--- src/rtl/rgbe_pkg.sv ---
// Shared types, codes and helpers of the RGBE run-length scanline decoder.
`timescale 1ns / 1ps

package rgbe_pkg;

    // Most result words that a single input byte can cause.
    localparam int unsigned RES_MAX = 5;

    typedef enum logic [2:0] {
        PH_HDR0,
        PH_HDR1,
        PH_HDR2,
        PH_HDR3,
        PH_CODE,
        PH_RUNVAL,
        PH_LIT,
        PH_RAW
    } phase_t;

    typedef enum logic [1:0] {
        ERR_RUN_OVF = 2'd0,
        ERR_LIT_OVF = 2'd1,
        ERR_TRUNC   = 2'd2
    } err_code_t;

    typedef enum logic [1:0] {
        CFG_LINE_WIDTH   = 2'd0,
        CFG_IMAGE_HEIGHT = 2'd1
    } cfg_index_t;

    // Decoder state that lives between bytes.
    typedef struct packed {
        phase_t          phase;
        logic [2:0][7:0] hdr;
        logic [15:0]     column;
        logic [1:0]      lane;
        logic [7:0]      pending;
        logic [15:0]     line_counter;
        logic            halted;
    } dec_state_t;

    // One result word (the last-result flag is worked out when it is sent).
    typedef struct packed {
        logic        is_error;
        logic [1:0]  error_code;
        logic [14:0] line_index;
        logic [1:0]  channel;
        logic [14:0] x_start;
        logic [6:0]  span_count;
        logic [7:0]  byte_value;
        logic        image_done;
    } result_t;

    function automatic result_t make_write(input logic [15:0] line, input logic [1:0] ch,
                                           input logic [15:0] x, input logic [6:0] cnt,
                                           input logic [7:0] val);
        result_t r;
        r            = '0;
        r.line_index = line[14:0];
        r.channel    = ch;
        r.x_start    = x[14:0];
        r.span_count = cnt;
        r.byte_value = val;
        return r;
    endfunction

    function automatic result_t make_error(input logic [15:0] line, input err_code_t code);
        result_t r;
        r            = '0;
        r.is_error   = 1'b1;
        r.error_code = code;
        r.line_index = line[14:0];
        return r;
    endfunction

endpackage

--- src/rtl/rgbe_step.sv ---
// Per-byte decode logic: next decoder state and the result words of one byte.
`timescale 1ns / 1ps

module rgbe_step (
    input  rgbe_pkg::dec_state_t st,
    input  logic [7:0]           data_byte,
    input  logic                 final_byte,
    input  logic [15:0]          eff_width,
    input  logic [15:0]          eff_height,
    output rgbe_pkg::dec_state_t st_next,
    output rgbe_pkg::result_t    res [rgbe_pkg::RES_MAX],
    output logic [2:0]           res_count
);

    logic [15:0] hdr_width;
    logic [16:0] span_end;
    logic [6:0]  run_len;
    logic        lane_check;
    logic        line_end;
    logic [15:0] line_next;

    assign hdr_width = {st.hdr[2], data_byte};
    assign run_len   = data_byte[6:0];

    always_comb begin
        st_next    = st;
        res_count  = 3'd0;
        lane_check = 1'b0;
        line_end   = 1'b0;
        span_end   = '0;
        line_next  = st.line_counter + 16'd1;
        for (int i = 0; i < rgbe_pkg::RES_MAX; i++) begin
            res[i] = '0;
        end

        if (!st.halted) begin
            case (st.phase)
                rgbe_pkg::PH_HDR0: begin
                    st_next.hdr[0] = data_byte;
                    st_next.phase  = rgbe_pkg::PH_HDR1;
                end
                rgbe_pkg::PH_HDR1: begin
                    st_next.hdr[1] = data_byte;
                    st_next.phase  = rgbe_pkg::PH_HDR2;
                end
                rgbe_pkg::PH_HDR2: begin
                    st_next.hdr[2] = data_byte;
                    st_next.phase  = rgbe_pkg::PH_HDR3;
                end
                rgbe_pkg::PH_HDR3: begin
                    st_next.lane = 2'd0;
                    if (eff_width >= 16'd8 && eff_width <= 16'd32767 &&
                        st.hdr[0] == 8'd2 && st.hdr[1] == 8'd2 && hdr_width == eff_width) begin
                        st_next.phase  = rgbe_pkg::PH_CODE;
                        st_next.column = 16'd0;
                    end else begin
                        // Not a run-length line: the header is the first raw pixel.
                        res[0] = rgbe_pkg::make_write(st.line_counter, 2'd0, 16'd0, 7'd1,
                                                      st.hdr[0]);
                        res[1] = rgbe_pkg::make_write(st.line_counter, 2'd1, 16'd0, 7'd1,
                                                      st.hdr[1]);
                        res[2] = rgbe_pkg::make_write(st.line_counter, 2'd2, 16'd0, 7'd1,
                                                      st.hdr[2]);
                        res[3] = rgbe_pkg::make_write(st.line_counter, 2'd3, 16'd0, 7'd1,
                                                      data_byte);
                        res_count      = 3'd4;
                        st_next.phase  = rgbe_pkg::PH_RAW;
                        st_next.column = 16'd1;
                        line_end       = (eff_width == 16'd1);
                    end
                end
                rgbe_pkg::PH_CODE: begin
                    if (data_byte > 8'd128) begin
                        span_end = {1'b0, st.column} + 17'(run_len);
                        if (span_end > {1'b0, eff_width}) begin
                            res[0]         = rgbe_pkg::make_error(st.line_counter,
                                                                  rgbe_pkg::ERR_RUN_OVF);
                            res_count      = 3'd1;
                            st_next.halted = 1'b1;
                        end else begin
                            st_next.pending = {1'b0, run_len};
                            st_next.phase   = rgbe_pkg::PH_RUNVAL;
                        end
                    end else if (data_byte != 8'd0) begin
                        span_end = {1'b0, st.column} + 17'(data_byte);
                        if (span_end > {1'b0, eff_width}) begin
                            res[0]         = rgbe_pkg::make_error(st.line_counter,
                                                                  rgbe_pkg::ERR_LIT_OVF);
                            res_count      = 3'd1;
                            st_next.halted = 1'b1;
                        end else begin
                            st_next.pending = data_byte;
                            st_next.phase   = rgbe_pkg::PH_LIT;
                        end
                    end
                end
                rgbe_pkg::PH_RUNVAL: begin
                    res[0]          = rgbe_pkg::make_write(st.line_counter, st.lane, st.column,
                                                           st.pending[6:0], data_byte);
                    res_count       = 3'd1;
                    st_next.column  = st.column + 16'(st.pending);
                    st_next.pending = 8'd0;
                    st_next.phase   = rgbe_pkg::PH_CODE;
                    lane_check      = 1'b1;
                end
                rgbe_pkg::PH_LIT: begin
                    res[0]          = rgbe_pkg::make_write(st.line_counter, st.lane, st.column,
                                                           7'd1, data_byte);
                    res_count       = 3'd1;
                    st_next.column  = st.column + 16'd1;
                    st_next.pending = st.pending - 8'd1;
                    if (st.pending == 8'd1) begin
                        st_next.phase = rgbe_pkg::PH_CODE;
                        lane_check    = 1'b1;
                    end
                end
                rgbe_pkg::PH_RAW: begin
                    res[0]    = rgbe_pkg::make_write(st.line_counter, st.lane, st.column,
                                                     7'd1, data_byte);
                    res_count = 3'd1;
                    if (st.lane == 2'd3) begin
                        st_next.lane   = 2'd0;
                        st_next.column = st.column + 16'd1;
                        line_end       = (st.column + 16'd1 >= eff_width);
                    end else begin
                        st_next.lane = st.lane + 2'd1;
                    end
                end
                default: begin
                    st_next.phase = rgbe_pkg::PH_HDR0;
                end
            endcase

            // A channel of a run-length line is full: move to the next one.
            if (lane_check && st_next.column >= eff_width) begin
                st_next.column = 16'd0;
                if (st.lane == 2'd3) begin
                    line_end = 1'b1;
                end else begin
                    st_next.lane = st.lane + 2'd1;
                end
            end

            if (line_end) begin
                st_next.line_counter = line_next;
                st_next.phase        = rgbe_pkg::PH_HDR0;
                st_next.column       = 16'd0;
                st_next.lane         = 2'd0;
                st_next.pending      = 8'd0;
                if (line_next >= eff_height) begin
                    st_next.halted                  = 1'b1;
                    res[res_count - 3'd1].image_done = 1'b1;
                end
            end

            // The stream ended before the image did.
            if (final_byte && !st_next.halted) begin
                res[res_count] = rgbe_pkg::make_error(st_next.line_counter, rgbe_pkg::ERR_TRUNC);
                res_count      = res_count + 3'd1;
                st_next.halted = 1'b1;
            end
        end
    end

endmodule

--- src/rtl/rgbe_rle_scanline_decoder.sv ---
// Top level of the RGBE run-length scanline decoder.
`timescale 1ns / 1ps

// Decodes the pixel-data bytes of a Radiance RGBE image into pixel writes.
// Input stream (s_*): one byte per word in s_tdata, s_tlast marks the last byte
// that is available. Output stream (m_*): one write or error report per word;
// m_tlast marks the last word caused by one input byte.
// Configuration (cfg_*): register 0 is the line width, register 1 the image
// height; writes are taken in any cycle and must only be made while idle.
// Each accepted byte is decoded in the cycle it is taken and its results land
// in a five-entry result buffer, so the first result is offered in the next cycle.
// A byte that causes at most one result lets the next byte in on the following
// cycle, giving one byte per clock. The first pixel of a raw line produces four
// writes on its fourth byte, and a truncation report adds one more word; the
// buffer drains one word per cycle while the receiver is ready, and the input
// is held off until the last of them is being taken.
// When the receiver stalls, the current word holds and the input stalls with it.
// While reset is held both ready outputs stay low. After reset the decoder waits
// for the first line header; after an error or the final scanline it swallows
// all further bytes without results until reset.
module rgbe_rle_scanline_decoder #(
    parameter int MAX_WIDTH = 32768
) (
    input  logic        aclk,
    input  logic        aresetn,
    // Input stream
    input  logic        s_tvalid,
    output logic        s_tready,
    input  logic [7:0]  s_tdata,   // [7:0] data_byte
    input  logic        s_tlast,   // final_byte
    // Result stream
    output logic        m_tvalid,
    input  logic        m_tready,
    output logic [47:0] m_tdata,   // [14:0] line_index, [16:15] channel, [31:17] x_start,
                                   // [38:32] span_count, [46:39] byte_value, [47] image_done
    output logic [2:0]  m_tuser,   // [0] is_error, [2:1] error_code
    output logic        m_tlast,   // last_result
    // Configuration writes
    input  logic        cfg_valid,
    output logic        cfg_ready,
    input  logic [1:0]  cfg_index,
    input  logic [15:0] cfg_data
);

    localparam logic [16:0] MaxWidth = 17'(MAX_WIDTH);

    logic [15:0]          line_width_reg;
    logic [15:0]          image_height_reg;
    logic [15:0]          eff_width;
    logic [15:0]          eff_height;

    rgbe_pkg::dec_state_t state_reg;
    rgbe_pkg::dec_state_t state_next;
    rgbe_pkg::result_t    step_res [rgbe_pkg::RES_MAX];
    logic [2:0]           step_count;

    // Result buffer: the words of the most recent byte, sent in order.
    rgbe_pkg::result_t    buf_reg [rgbe_pkg::RES_MAX];
    logic [2:0]           count_reg;
    logic [2:0]           rd_reg;
    rgbe_pkg::result_t    cur;

    logic                 s_fire;
    logic                 m_fire;

    // The configured sizes are clamped into the range the decoder supports.
    always_comb begin
        if (line_width_reg == 16'd0) begin
            eff_width = 16'd1;
        end else if ({1'b0, line_width_reg} > MaxWidth) begin
            eff_width = MaxWidth[15:0];
        end else begin
            eff_width = line_width_reg;
        end
    end

    assign eff_height = (image_height_reg == 16'd0) ? 16'd1 : image_height_reg;

    // Register writes are taken in any cycle outside reset.
    assign cfg_ready = aresetn;

    always_ff @(posedge aclk) begin
        if (!aresetn) begin
            line_width_reg   <= 16'd1024;
            image_height_reg <= 16'd512;
        end else if (cfg_valid) begin
            case (cfg_index)
                rgbe_pkg::CFG_LINE_WIDTH:   line_width_reg   <= cfg_data;
                rgbe_pkg::CFG_IMAGE_HEIGHT: image_height_reg <= cfg_data;
                default: ;
            endcase
        end
    end

    rgbe_step u_step (
        .st         (state_reg),
        .data_byte  (s_tdata),
        .final_byte (s_tlast),
        .eff_width  (eff_width),
        .eff_height (eff_height),
        .st_next    (state_next),
        .res        (step_res),
        .res_count  (step_count)
    );

    assign cur      = buf_reg[rd_reg];
    assign m_tvalid = (rd_reg < count_reg);
    assign m_tlast  = (rd_reg == count_reg - 3'd1);
    assign m_tdata  = {cur.image_done, cur.byte_value, cur.span_count, cur.x_start,
                       cur.channel, cur.line_index};
    assign m_tuser  = {cur.error_code, cur.is_error};

    // A new byte may enter once the buffer is empty or its last word is leaving,
    // but never while reset is held.
    assign s_tready = aresetn && (!m_tvalid || (m_tready && m_tlast));
    assign s_fire   = s_tvalid && s_tready;
    assign m_fire   = m_tvalid && m_tready;

    always_ff @(posedge aclk) begin
        if (!aresetn) begin
            state_reg <= '{phase: rgbe_pkg::PH_HDR0, default: '0};
            count_reg <= 3'd0;
            rd_reg    <= 3'd0;
        end else if (s_fire) begin
            state_reg <= state_next;
            count_reg <= step_count;
            rd_reg    <= 3'd0;
        end else if (m_fire) begin
            rd_reg <= rd_reg + 3'd1;
        end
    end

    always_ff @(posedge aclk) begin
        if (s_fire) begin
            for (int i = 0; i < rgbe_pkg::RES_MAX; i++) begin
                buf_reg[i] <= step_res[i];
            end
        end
    end

endmodule

--- config.mk ---
export PLATFORM = sky130hd
export DESIGN_NAME = rgbe_rle_scanline_decoder
export DESIGN_NICKNAME = d
export VERILOG_FILES = /design/src/rtl/rgbe_pkg.sv /design/src/rtl/rgbe_step.sv /design/src/rtl/rgbe_rle_scanline_decoder.sv
export SDC_FILE = /design/constraint.sdc
export NUM_CORES = 1
export LEC_CHECK = 0
export BUFFER_PORTS_ARGS = -buffer_cell sky130_fd_sc_hd__buf_2
export CAP_MARGIN = 25
export CORE_ASPECT_RATIO = 0.7
export CORE_MARGIN = 2
export CORE_UTILIZATION = 28
export CTS_CLUSTER_DIAMETER = 40
export DETAILED_ROUTE_END_ITERATION = 8
export HOLD_SLACK_MARGIN = 0.03
export SETUP_SLACK_MARGIN = 0.1
export SYNTH_ARGS = -nofsm -noshare
export SYNTH_HDL_FRONTEND = slang
export SYNTH_SLANG_ARGS = --single-unit
--- constraint.sdc ---
create_clock -name aclk -period 14.7 [get_ports aclk]
set_input_delay 2.205 -clock aclk [delete_from_list [all_inputs] [get_ports aclk]]
set_output_delay 2.205 -clock aclk [all_outputs]
set_load 0.02 [all_outputs]
Word-level counts from Yosys, hierarchy flattened
Memory sizes are Yosys's and may differ from the RTL's. A register that Yosys moved wholly into a read port is not among the register bits.
Cells that the tools add are included.

storage, ports and cells
  logic and storage cells = 177
  input port bits = 32
  memories kept = 1
  memory bits (writable) = 255
  register bits after elaboration = 108

memory list
  name     words  width  rd ports  clocked after Yosys merged registers in  write ports  RTL line                         text
  buf_reg  5      51     1         1                                        5            rgbe_rle_scanline_decoder.sv:58  rgbe_pkg::result_t buf_reg [rgbe_pkg::RES_MAX];

operators by class
  equality and inequality tests = 22
  reductions and logical operators = 35
  bitwise logic cells = 4
  add/subtract/negate cells = 11
  order comparisons = 14
  muxes and demuxes = 76

operators by type and width
  cell                                            number
  2-to-1 mux 255 bit                              5
  bitwise mux 255 bit                             2
  demux 51 bit (select 3 bit)                     2
  2-to-1 mux 153 bit                              2
  2-to-1 mux 51 bit                               6
  one-hot mux 51 bit (4 select lines)             1
  2-to-1 mux 201 bit                              1
  2-to-1 mux 43 bit                               2
  2-to-1 mux 16 bit                               5
  one-hot mux 16 bit (4 select lines)             1
  >= comparator 16 bit                            3
  2-to-1 mux 3 bit                                13
  > comparator 17 x 16 -> 1 bit                   2
  adder 16 x 1 -> 16 bit, second input constant   2
  logical NOT 16 bit                              2
  2-to-1 mux 8 bit                                4
  one-hot mux 8 bit (3 select lines)              1
  2-to-1 mux 1 bit                                22
  one-hot mux 3 bit (7 select lines)              1
  2-to-1 mux 18 bit                               1
  adder 16 x 7 -> 17 bit                          1
  adder 16 x 8 -> 17 bit                          1
  adder 16 x 8 -> 16 bit                          1
  == test 16 x 1 -> 1 bit, second input constant  1
  47 further kinds                                80

Longest topological paths before layout
  depth after elaboration = 24
  mapped depth = 24

By module
A second synthesis with hierarchy kept.

unflattened totals
  cells, all modules = 2042
  area total of the unflattened synthesis = 21817.2 sq um

modules (own cells, without submodules)
  module                     cells an instance  times used  sequential area each (sq um)  area an instance (sq um)
  rgbe_rle_scanline_decoder  910                1           9879.5                        14029.7
  rgbe_step                  1132               1           0.0                           7787.5

Worst setup path before layout
No wires, ideal clock.

  path type = in2reg
  from = input s_tdata[0]
  to = memory buf_reg[0][46] (netlist name) (data pin)
  slack = 8.392 ns
  stages = 19
  arrival time = 6.054 ns
  path buffers = 1
  cell sequence = ha_1 > fa_1 > a211oi_2 > o21bai_1 > a2111o_1 > and2_1 > nand3_1 > xnor2_1 > ha_1 > a211o_1 > o211ai_1 > a21oi_1 > nor3_1 > o21ai_1 > o31a_1 > or2_4 > a22oi_2 > buf_6 > nor2b_1

RTL lines
  what                RTL line                         text
  start: declaration  rgbe_rle_scanline_decoder.sv:29  input logic [7:0] s_tdata,
  end: declaration    rgbe_rle_scanline_decoder.sv:58

==> flow_summary.ini <==
[die]
core_mm2 = 0.0537
initial_core_util = 0.283
rows = 71
die_w_um = 282
die_h_um = 199
pin_count = 87
dieArea_mm2 = 0.0561

[drt]
post_drt_wl_per_cell_um = 19.0
firstDrtPassIters = 5
antenna_left = 0
drt-total-wl_um = 46400
dr.first_iter.drc_count = 1120
viasPerCell = 5.12
vias = 12500
drc = 0

[synth]
ys_seq_area_frac = 0.398
synth_cell_types = 90
syn_area_mm2 = 0.0152
ys_ff_latch = 238
async_reset_ff_frac = 0
ys_warn_count = 0
synth-edff-count = 127
netlist_instances = 1657
syn_avg_cell_area_um2 = 9.15
synth-main-ff-cell = edfxtp_1

[clocking]
cts.path.max_buffers = 3
clock_latency_ps = 580
cts_setup_buffers = 0
cts-htree-levels = 1
tritoncts = built
cts_root_buf = clkbuf_16
ctsResizeCount = 0
cts_sinks = 238
postCtsHoldBufs = 0
numCtsBuffers = 30
clkTransAtPathRegs_ps = 60

[power]
p_per_area_mw_per_mm2 = 92.3
p_clk_frac = 0.464
p_seq_frac = 0.459
internal_power_mw = 1.19
leakage_nw = 6.61
power.share.switching = 0.254
vdd_drop_max_uv = 75.8
pwr-share-comb = 0.077
switching_power_mw = 0.404

[layout]
syn2layout_area_growth_pct = 13.9
layout_common_cells = nand2_1, edfxtp_1, dfxtp_1
drive_above_1_share = 0.121
largest_register_ffs = 127
final_common_cell = nand2_1
fin_util = 0.322
nets = 1816
fillers = 5605
fin_area_mm2 = 0.0173

[grt]
grt_max_degree = 79
first_global_vias = 11800
grt_pass1_wl_um = 70900
overflow = 0
gr-usage-all-layers = 0.163
antenna_found_initial = 3

[timing]
setup_viol = 0
hold_violations = 0
fin_skew_ps = 11.8
slew_viol_final = 0
slew_headroom = 0.234
layout_min_cycle_time_ps = 6920
holdWs_ps = 485
post-route-period-util = 0.470
rsz0062_at_grt = no
tns_ps = 0
worst_slew_pin_slew_ps = 1140
fmax_mhz = 145

[worst_setup_path]
ff2ff_path_depth = 20
crit_fanout = 14
cp-start-kind = input pin
end_kind = flop
critPathRequiredTime_ps = 14980
arrival_ps = 7200
worstSetupPathType = in2reg

[run]
maxCapViolations = 0

[placement]
hpwl_um = 34400
place_area_mm2 = 0.0162
place_congestion = 0.921
portBuffers = 86

[hold_path]
hp-class = reg2reg
hold_depth = 2

[status]
status = completed
==> power by group through the flow <==
| stage | registers [mW] | clock network [mW] | logic [mW] |
|---|---|---|---|
| floorplan | 0.740 | 0 | 0.0839 |
| global placement | 0.746 | 0 | 0.119 |
| detailed placement | 0.745 | 0 | 0.122 |
| CTS | 0.731 | 0.756 | 0.122 |
| global route | 0.733 | 0.788 | 0.135 |
| finish | 0.731 | 0.740 | 0.123 |
==> stage by stage <==
stage / setup WS (ps) / std cells / total power [mW]
2_1_floorplan: 8390 / 1659 / 0.824
3_5_place_dp: 7190 / 2379 / 0.867
3_3_place_gp: 7380 / 2377 / 0.865
6_report: 7780 / 2439 / 1.59
5_1_grt: 7400 / 2438 / 1.66
4_1_cts: 7780 / 2435 / 1.61
==> layout make-up <==
class	count	area, µm²	share of cell area
multi-input cells	1252	8490	0.491
repair buffers	107	618	0.0358
clock buffers	38	840	0.0486
well taps	730	913	0.0529
flip-flops and latches	238	6040	0.349
inverters	53	201	0.0117
diodes	3	7.51	0.000434
clock inverters	18	171	0.00992
==> final timing paths <==
| check | endpoint | start | slack (ps) |
|---|---|---|---|
| max | buf_reg[0][35] | s_tdata[0] | 7780 |
| min | image_height_reg[15] | image_height_reg[15] | 490 |
| max reg2reg | buf_reg[0][35] | state_reg[27] | 7950 |
| min reg2reg | image_height_reg[15] | image_height_reg[15] | 490 |
==> critical path, stage by stage <==
cell	delay (ps)
buf_2	190
ha_1	250
fa_1	440
a211oi_2	320
o21bai_1	150
a2111o_1	470
and2_1	230
nand3_1	110
xnor2_1	160
ha_1	280
a211o_1	260
o211ai_1	80
a21oi_1	100
nor3_1	280
o21ai_1	210
o31a_1	390
or2_4	270
a22oi_2	650
nor2b_1	120
==> cells in the mapped netlist, types with 9 or more instances <==
cell type,count,area [µm²]
xor2_1,43,377
a211oi_1,12,90.1
and2_1,63,394
inv_1,51,191
xnor2_1,54,473
a21oi_1,83,415
and3_1,59,369
a21boi_0,34,255
nor2b_1,75,469
buf_1,13,48.8
clkbuf_1,82,308
ha_1,100,1250
edfxtp_1,127,3810
o22ai_1,10,62.6
a21o_1,15,113
nand2_1,191,717
nand3_1,28,140
o21bai_1,11,82.6
nor3_1,38,190
nor2_1,103,387
dfxtp_1,111,2220
mux2i_1,43,430
a22oi_1,30,225
nor3b_1,9,67.6
nand4_1,17,106
o21ai_0,70,350
mux4_2,9,203
nand2b_1,9,56.3
nor4_1,15,93.8
buf_2,19,95.1
==> kinds of logic (layout without fill, tap and decap cells) <==
kind of cell / Yosys count / in the layout / synth area share
DFF: 238 / 238 / 0.398
buffers and inverters: 169 / 216 / 0.0441
adders and majority gates: 102 / 102 / 0.0851
muxes: 53 / 53 / 0.0425
other: 1 / 6 / 0.000247
xor gates and xnor gates: 98 / 98 / 0.0576
and+or+nand+nor: 648 / 648 / 0.220
AOI/OAI and AO/OA: 348 / 348 / 0.153
==> layer usage <==
metal	up-vias	part of all wire	GRT usage
li1	5976	-	-
met1	6018	0.50	0.249
met2	436	0.41	0.233
met3	52	0.080	0.0352
met4	0	0.015	0.0317
met5	-	0	0
(Power assumes the default switching activity.)
